--- config.mk ---
export PLATFORM = sky130hd
export DESIGN_NAME = modular_inverse
export DESIGN_NICKNAME = d
export VERILOG_FILES = /design/src/rtl/modinv_pkg.sv /design/src/rtl/modular_inverse.sv
export SDC_FILE = /design/constraint.sdc
export NUM_CORES = 1
export LEC_CHECK = 0
export ABC_AREA = 0
export ABC_CLOCK_PERIOD_IN_PS = 24300
export BUFFER_PORTS_ARGS = -buffer_cell sky130_fd_sc_hd__buf_2
export CAP_MARGIN = 30
export CORE_ASPECT_RATIO = 0.8
export CORE_UTILIZATION = 51
export CTS_BUF_LIST = sky130_fd_sc_hd__clkbuf_16
export DETAILED_ROUTE_END_ITERATION = 8
export PLACE_DENSITY = 0.68
export RECOVER_POWER = 100
export SLEW_MARGIN = 20
export SYNTH_ARGS = -nofsm -noshare
export SYNTH_HDL_FRONTEND = slang
export SYNTH_SLANG_ARGS = --single-unit
--- constraint.sdc ---
create_clock -name clk -period 24.3 [get_ports clk]
set_input_delay 0 -clock clk [delete_from_list [all_inputs] [get_ports clk]]
set_output_delay 0 -clock clk [all_outputs]
set_load 0.005 [all_outputs]
--- src/rtl/modinv_pkg.sv ---
`timescale 1ns / 1ps

package modinv_pkg;

  // Extra bits carried by the Bezout coefficients and the quotient product
  // above the word width, so that every value the algorithm produces fits.
  localparam int unsigned COEF_GUARD_BITS = 2;

  // Smallest and largest supported word width.
  localparam int unsigned MIN_WORD_BITS = 8;
  localparam int unsigned MAX_WORD_BITS = 64;

endpackage

--- src/rtl/modular_inverse.sv ---
`timescale 1ns / 1ps
// Each Euclid round is one pass of a shared one-bit-per-cycle restoring divider,
// which also folds the input value into range first. A new transaction is taken
// only once the sequencer has handed the previous result to the output register.
// Reset: rst is synchronous and active high; it returns the sequencer to idle and
// drops out_valid.

module modular_inverse
  import modinv_pkg::*;
#(
  parameter int unsigned WORD_BITS = 32
) (
  input  logic                        clk,
  input  logic                        rst,
  input  logic                        in_valid,
  output logic                        in_stall,
  input  logic signed [WORD_BITS-1:0] value_in,
  input  logic        [WORD_BITS-2:0] modulus_in,
  output logic                        out_valid,
  input  logic                        out_stall,
  output logic signed [WORD_BITS-1:0] inverse_out,
  output logic                        no_inverse
);

  localparam int unsigned CW       = WORD_BITS + COEF_GUARD_BITS;
  localparam int unsigned CNT_BITS = $clog2(WORD_BITS);
  localparam logic [CNT_BITS-1:0] LAST_STEP = CNT_BITS'(WORD_BITS - 1);

  typedef enum logic [2:0] {
    ST_IDLE,
    ST_FOLD,
    ST_CHECK,
    ST_DIV,
    ST_UPDATE,
    ST_FINISH
  } state_t;

  state_t                state;
  logic [CNT_BITS-1:0]   cnt;
  logic [WORD_BITS-1:0]  dq;      // dividend, shifted out as quotient bits come in
  logic [WORD_BITS-2:0]  rem;     // partial remainder
  logic [WORD_BITS-2:0]  dv;      // divisor
  logic [WORD_BITS-2:0]  m;
  logic [WORD_BITS-2:0]  r;
  logic [WORD_BITS-2:0]  nr;
  logic signed [CW-1:0]  s;
  logic signed [CW-1:0]  ns;
  logic signed [CW-1:0]  acc;     // quotient times ns, built bit by bit
  logic                  neg;

  // Shared divider step: shift in the next dividend bit and try the subtract.
  logic [WORD_BITS-1:0]  rem_shift;
  logic [WORD_BITS-1:0]  rem_diff;
  logic                  q_bit;
  logic [WORD_BITS-2:0]  rem_next;
  logic signed [CW-1:0]  acc_next;

  assign rem_shift = {rem, dq[WORD_BITS-1]};
  assign rem_diff  = rem_shift - {1'b0, dv};
  assign q_bit     = (rem_shift >= {1'b0, dv});
  assign rem_next  = q_bit ? rem_diff[WORD_BITS-2:0] : rem_shift[WORD_BITS-2:0];
  assign acc_next  = {acc[CW-2:0], 1'b0} + (q_bit ? ns : '0);

  // Input fold helpers and the final coefficient fix-up.
  logic [WORD_BITS-1:0]  value_mag;
  logic [WORD_BITS-2:0]  folded;
  logic signed [CW-1:0]  s_fixed;

  assign value_mag = (~value_in) + WORD_BITS'(1);
  assign folded    = (neg && (rem_next != '0)) ? (m - rem_next) : rem_next;
  assign s_fixed   = s[CW-1] ? (s + CW'(m)) : s;

  assign in_stall = (state != ST_IDLE);

  // Sequencer, datapath registers and output register.
  always_ff @(posedge clk) begin
    if (rst) begin
      state     <= ST_IDLE;
      out_valid <= 1'b0;
    end else begin
      // A taken result leaves the output register, unless a new one replaces it.
      if (out_valid && !out_stall && (state != ST_FINISH)) begin
        out_valid <= 1'b0;
      end
      unique case (state)
        ST_IDLE: begin
          if (in_valid) begin
            m   <= modulus_in;
            neg <= value_in[WORD_BITS-1];
            dq  <= value_in[WORD_BITS-1] ? value_mag : value_in;
            dv  <= modulus_in;
            rem <= '0;
            cnt <= '0;
            if (modulus_in == '0) begin
              // No inverse exists for a zero modulus; a zero gcd reports it.
              r     <= '0;
              state <= ST_FINISH;
            end else begin
              state <= ST_FOLD;
            end
          end
        end
        ST_FOLD: begin
          rem <= rem_next;
          dq  <= {dq[WORD_BITS-2:0], q_bit};
          cnt <= cnt + CNT_BITS'(1);
          if (cnt == LAST_STEP) begin
            r     <= m;
            nr    <= folded;
            s     <= '0;
            ns    <= CW'(1);
            state <= ST_CHECK;
          end
        end
        ST_CHECK: begin
          if (nr == '0) begin
            state <= ST_FINISH;
          end else begin
            dq    <= {1'b0, r};
            dv    <= nr;
            rem   <= '0;
            acc   <= '0;
            cnt   <= '0;
            state <= ST_DIV;
          end
        end
        ST_DIV: begin
          rem <= rem_next;
          dq  <= {dq[WORD_BITS-2:0], q_bit};
          acc <= acc_next;
          cnt <= cnt + CNT_BITS'(1);
          if (cnt == LAST_STEP) begin
            state <= ST_UPDATE;
          end
        end
        ST_UPDATE: begin
          ns    <= s - acc;
          s     <= ns;
          nr    <= rem;
          r     <= nr;
          state <= ST_CHECK;
        end
        ST_FINISH: begin
          // Wait for the output register to be free.
          if (!out_valid || !out_stall) begin
            out_valid <= 1'b1;
            if (r != (WORD_BITS-1)'(1)) begin
              inverse_out <= '1;
              no_inverse  <= 1'b1;
            end else if (m == (WORD_BITS-1)'(1)) begin
              inverse_out <= '0;
              no_inverse  <= 1'b0;
            end else begin
              inverse_out <= s_fixed[WORD_BITS-1:0];
              no_inverse  <= 1'b0;
            end
            state <= ST_IDLE;
          end
        end
        default: begin
          state <= ST_IDLE;
        end
      endcase
    end
  end

endmodule

# ---- After elaboration in Yosys (flattened, before gate mapping)
# Cells that the tools add are included.
dict set report word_totals {
  wordCells 106
  reg_bits 332
  out_inout_bits 35
}
dict set report op_classes {
  muxes 41
  bitwise_logic 2
  n_lt_le_gt_ge 1
  n_eq_ne 15
  n_reduce_logical 25
  addsub 7
}
# cell count
set ops {}
lappend ops {{2-to-1 mux 31 bit} 10}
lappend ops {{one-hot mux 34 bit (2 select lines)} 3}
lappend ops {{one-hot mux 31 bit (3 select lines)} 2}
lappend ops {{2-to-1 mux 32 bit} 5}
lappend ops {{2-to-1 mux 34 bit} 4}
lappend ops {{one-hot mux 31 bit (2 select lines)} 2}
lappend ops {{one-hot mux 32 bit (3 select lines)} 1}
lappend ops {{zero test 31 bit} 2}
lappend ops {{subtractor 31 bit} 2}
lappend ops {{adder 34 bit} 1}
lappend ops {{subtractor 34 bit} 1}
lappend ops {{adder 32 x 2 -> 32 bit (second input constant)} 1}
lappend ops {{adder 32 x 31 -> 32 bit} 1}
lappend ops {{>= comparator 32 x 31 -> 1 bit} 1}
lappend ops {{inverter 32 bit} 1}
lappend ops {{== test 31 x 1 -> 1 bit (second input constant)} 1}
lappend ops {{!= test 31 x 1 -> 1 bit (second input constant)} 1}
lappend ops {{nonzero test 31 bit} 1}
lappend ops {{2-to-1 mux 3 bit} 6}
lappend ops {{one-hot mux 3 bit (6 select lines)} 1}
lappend ops {{one-hot mux 5 bit (3 select lines)} 1}
lappend ops {{!= test 2 bit (second input constant)} 6}
lappend ops {{AND reduction 3 bit} 4}
lappend ops {{AND reduction 4 bit} 3}
lappend ops {{other kinds (17)} 30}

# ---- Longest topological paths before layout
dict set report logic_depth {
  ltp_word 7
  depth_mapped 36
  ltp_nobuf 32
}

# ---- Least setup slack after synthesis
# No wires, ideal clock.
dict set report synth_timing {
  path_type {reg2reg}
  from {reg state[2]}
  to {reg nr[0], enable pin}
  required_ns 23.596
  path_stages_with_launch 5
  setup_time_ns 0.704
  arrival_ns 8.134
  path_buffers 2
  period_less_slack_ns 8.838
  setup_slack_ns 15.462
  path_cell_list {dfxtp_1 > clkbuf_1 > clkbuf_1 > nand2b_1 > a211oi_1}
}
dict set report synth_between {
  elab_chain_cells 3
  word_cells_on_any_way 5
  cone_classes {3 x eq/ne; 2 x reduce/logical}
}
# element line_no
set synth_lines {}
lappend synth_lines {{from (decl)} modular_inverse.sv:38} ;# state_t state;
lappend synth_lines {{from (signal assigned)} modular_inverse.sv:78} ;# state <= ST_IDLE;
lappend synth_lines {{from (signal assigned)} modular_inverse.sv:97} ;# state <= ST_FINISH;
lappend synth_lines {{from (signal assigned)} modular_inverse.sv:99} ;# state <= ST_FOLD;
lappend synth_lines {{== test 3 x 1 -> 1 bit or == test 3 bit (tied branches)} modular_inverse.sv:85} ;# unique case (state)
lappend synth_lines {{!= test 2 bit (no line) or nonzero test 2 bit (tied branches)} -}
lappend synth_lines {{AND reduction 3 bit (no line) *} -}
lappend synth_lines {{to (signal assigned)} modular_inverse.sv:109} ;# nr <= folded;
lappend synth_lines {{to (signal assigned)} modular_inverse.sv:139} ;# nr <= rem;
lappend synth_lines {{to (decl)} modular_inverse.sv:45} ;# logic [WORD_BITS-2:0] nr;
# Every way passes the cells marked *; elsewhere a longest branch is shown, timed or not.
# A chain may end at the register's enable or synchronous reset.

# ---- Worst setup path after layout
dict set report layout_timing {
  from {reg rem[4]}
  to {reg nr[16] (data pin)}
}
dict set report layout_between {
  elab_chain_cells 7
  word_cells_on_any_way 9
  cone_classes {2 x add/sub; 1 x order compare; 4 x mux; 2 x reduce/logical}
}
# element line_no
set layout_lines {}
lappend layout_lines {{from (decl)} modular_inverse.sv:41} ;# logic [WORD_BITS-2:0] rem;
lappend layout_lines {{from (signal assigned)} modular_inverse.sv:104} ;# rem <= rem_next;
lappend layout_lines {{from (signal assigned)} modular_inverse.sv:128} ;# rem <= rem_next;
lappend layout_lines {{subtractor 31 bit or >= comparator 32 x 31 -> 1 bit (tied branches)} {modular_inverse.sv:59, modular_inverse.sv:60}}
lappend layout_lines {{2-to-1 mux 31 bit *} modular_inverse.sv:61} ;# assign rem_next = q_bit ? rem_diff[WORD_BITS-2:0] : rem_shift[WORD_BITS-2:0];
lappend layout_lines {{branches (longest 2 deep; another with subtractor 31 bit)} -}
lappend layout_lines {{2-to-1 mux 31 bit *} modular_inverse.sv:70} ;# assign folded = (neg && (rem_next != '0)) ? (m - rem_next) : rem_next;
lappend layout_lines {{2-to-1 mux 31 bit *} modular_inverse.sv:107} ;# if (cnt == LAST_STEP) begin
lappend layout_lines {{one-hot mux 31 bit (2 select lines) *} modular_inverse.sv:85}
# Mark *: on every way between the ends. The select of a mux whose other input is x is not followed.

==> run_results.csv <==
group,metric,value,unit
worst_setup_path,endpoint_kind,"register",
logic_synthesis,yosysSeqAreaShare,44.63,%
global_routing,grt_max_degree,73,
detailed_routing,ant_nets,0,
flow_run,drv_cap,18,
clock_tree,insertion_delay,560,ps
detailed_routing,drt_iter0_markers,2054,
floorplanning,io_pins,102,
sta,fmax,103.6,MHz
floorplanning,initial_core_util,51.68,%
global_routing,antenna_found_initial,0,
floorplanning,dieArea,0.04447,mm^2
logic_synthesis,synth.distinct_cells,74,
floorplanning,dieHeight,188.8,um
detailed_routing,wl_met1,30570,um
worst_hold_path,hold_start,"modulus_in[2]",
placement,io_buffers,101,
logic_synthesis,syn_area_per_cell,9.810,um^2
logic_synthesis,synthArstFlopShare,0,%
clock_tree,post-cts-setup-buffers,0,
worst_hold_path,hp-class,"input pin to register",
power_and_ir_drop,cellLeakagePower,0.01003,uW
clock_tree,ctsResizeCount,0,
sta,fin_skew,31.77,ps
sta,hold_violations,0,
detailed_routing,wl_per_cell,22.47,um
status,outcome,"complete, but fails checks",
cells_and_area,post-route-util,58.22,%
placement,hpwl,48190,um
clock_tree,cts_buffers,37,
detailed_routing,wirelength,67400,um
logic_synthesis,yosysWarnings,0,
sta,setup_tns,0,ps
detailed_routing,wl_met2,28630,um
clock_tree,cts_hold_buf,67,
floorplanning,chipWidth,235.5,um
cells_and_area,drive_gt1_share,6.560,%
global_routing,grt_pass1_wl,102500,um
placement,place_congestion,0.9543,
detailed_routing,vias,18600,
logic_synthesis,synth_flop_cell,"edfxtp_1",
sta,tightestPinTransition,3968,ps
power_and_ir_drop,ir_worst_vdd,0.00004372,V
clock_tree,clkSinkCount,332,
global_routing,grt_overflow_total,0,
worst_setup_path,crit_fanout,41,
global_routing,grt_use_total,29.95,%
cells_and_area,area_growth,12.64,%
cells_and_area,final_cells,2999,
detailed_routing,viasPerCell,6.203,
sta,rsz0062_at_grt,"false",
logic_synthesis,synth_seq_cells,332,
status,failed_checks,"capacitance limit, slew limit",
cells_and_area,nNetsFinal,2631,
clock_tree,cts_tree,"yes",
worst_setup_path,crit_required,24450,ps
sta,finalCritPeriodShare,39.73,%
detailed_routing,dr.max_layer_used,"met4",
worst_setup_path,path_class,"register to register",
logic_synthesis,synth_edf_count,328,
detailed_routing,first_pass_iters,7,
power_and_ir_drop,powerDensity,64.50,mW/mm^2
logic_synthesis,synth_cells,2268,
clock_tree,h-tree-depth,2,
worst_setup_path,crit_start,"rem[4]$_SDFFCE_PP0P_",
sta,worst_slack,14640,ps
clock_tree,clock_path_buffers,3,
floorplanning,rows,68,
sta,relSlewSlack,-164.6,%
sta,slew_violations,752,
clock_tree,clk_pin_slew_worst_paths,70,ps
logic_synthesis,synth_area,0.02225,mm^2
sta,setup_viol,0,
worst_setup_path,startpoint_type,"register",
placement,placed_cells_incl_taps,2865,
floorplanning,core_area,0.04305,mm^2
worst_setup_path,worstPathArrival,9800,ps
worst_setup_path,rr_startpoint,"rem[4]$_SDFFCE_PP0P_",
clock_tree,root_buffer,"clkbuf_16",
detailed_routing,drc,0,
detailed_routing,met3RoutedLength,6365,um
placement,place_ws,16520,ps
sta,fin_crit,9656,ps
cells_and_area,diodes,0,
global_routing,grt_pass1_vias,17300,
logic_synthesis,synth_nets,2488,
-- flip-flops by register name, indices dropped and copies added, names as in the netlist, 5 cells and up --
name	count
inverse_out	32
s	34
dq	32
ns	34
cnt	5
nr	31
m	31
dv	31
r	31
rem	31
acc	34
-- area by class of cell --
type                       instances  area, um^2
clock buffer                      37       925.9
sequential                       332        9930
fill                            3680       17990
tap                              560       700.7
timing repair buffer             194        1257
multi-input combinational       1676       11360
clock inverter                    30       255.2
inverter                         170       638.1
-- synthesized netlist by cell type, types with 11 or more instances --
cell      number  area [um^2]
nor4_1        37        231.5
mux2_2        34        382.9
mux2i_1       44        440.4
nor2_1       243        912.1
and2_1        43        269.0
buf_1         11        41.29
xor2_1        75        656.9
nand3_1       28        140.1
a21o_1        56        420.4
o31ai_1       15        112.6
nand2b_1      14        87.58
o21bai_1      20        150.1
a21oi_1      210         1051
nand2_1      116        435.4
nand4_1       21        131.4
nor3b_1       11        82.58
a31oi_1       29        181.4
o21a_1        14        105.1
a22o_1        32        280.3
ha_1         148         1852
o21ai_0      121        605.6
and3_1        56        350.3
clkbuf_1      77        289.0
nor3_1        42        210.2
a211oi_1      14        105.1
or3_1         16        100.1
nor2b_1       17        106.4
edfxtp_1     328         9849
inv_1        169        634.4
xnor2_1       96        840.8
-- per-stage QoR --
stage          instance area, um^2  power (uW)  hold WS [ps]
2_1_floorplan                22250       955.0         69.07
3_3_place_gp                 23370        1041         206.3
3_5_place_dp                 23400        1049         207.4
4_1_cts                      25260        1614         155.6
5_1_grt                      25060        1683         236.8
6_report                     25060        1617         225.2
-- power breakdown --
group          switching (uW)  internal, uW  leakage (uW)  total, uW
logic                     227           159       0.00633        385
registers                16.3           655       0.00310        671
clock network             247           313      0.000606        560
-- cell families after synthesis --
| kind of cell | after synthesis | share of synthesized area (%) |
|---|---|---|
| AND/OR/NAND/NOR | 674 | 14.78 |
| AO/OA/AOI/OAI | 590 | 16.51 |
| flip-flops | 332 | 44.63 |
| buffers and inverters | 260 | 4.409 |
| XOR/XNOR | 171 | 6.731 |
| adder cells (fa/ha/maj) | 163 | 9.239 |
| multiplexers | 78 | 3.700 |
-- layout by cell type (no fill, tap or decap), types with 9 or more instances in the layout --
cell and count:
and2_1 38, nor3_1 42, o21a_1 14, xor2_1 75, nor2b_1 16, a22o_1 32
mux2i_1 44, a211oi_1 13, ha_1 148, xnor2_1 96, clkbuf_16 37, o31ai_1 15
and3_1 56, nor2_1 239, clkbuf_1 67, edfxtp_1 328, a21boi_0 10, o21bai_1 20
a21o_1 56, a31oi_1 29, o21ai_0 125, dlygate4sd3_1 67, or3_1 16, nand2_1 116
mux2_1 12, a21oi_1 210, nand4_1 21, nor3b_1 11, nand3_1 29, nand2b_1 14
inv_1 177, buf_2 52, mux2_2 22, nor4_1 37, or2_2 9
-- final timing paths --
check,to,slack [ps],cells after the start
min,m[2]$_DFFE_PP_,230,2
max,nr[16]$_DFFE_PP_,14640,16
max reg2reg,nr[16]$_DFFE_PP_,14640,16
min reg2reg,s[14]$_SDFFCE_PN0P_,570,1
-- worst max-delay path, stage by stage (launching register included) --
cell and delay [ps]:
edfxtp_1 460, ha_1 440, o211ai_1 130, o21ai_0 390, o2111ai_1 300, a211o_1 380, nand3_1 1340, clkbuf_1 1870
o21ai_0 980, nand4_1 370, nor2_1 80, o2111a_1 160, a41oi_1 230, clkbuf_1 1520, nand2_1 190, xnor2_1 260
a21oi_1 100
-- metal layers --
metal | vias to the layer above | GRT usage (%)
met5 | - | 0
met1 | 8994 | 44.22
met2 | 899 | 44.96
li1 | 8588 | -
met3 | 122 | 5.054
met4 | 0 | 8.849
Note: power is estimated with default switching activity, not from simulation.
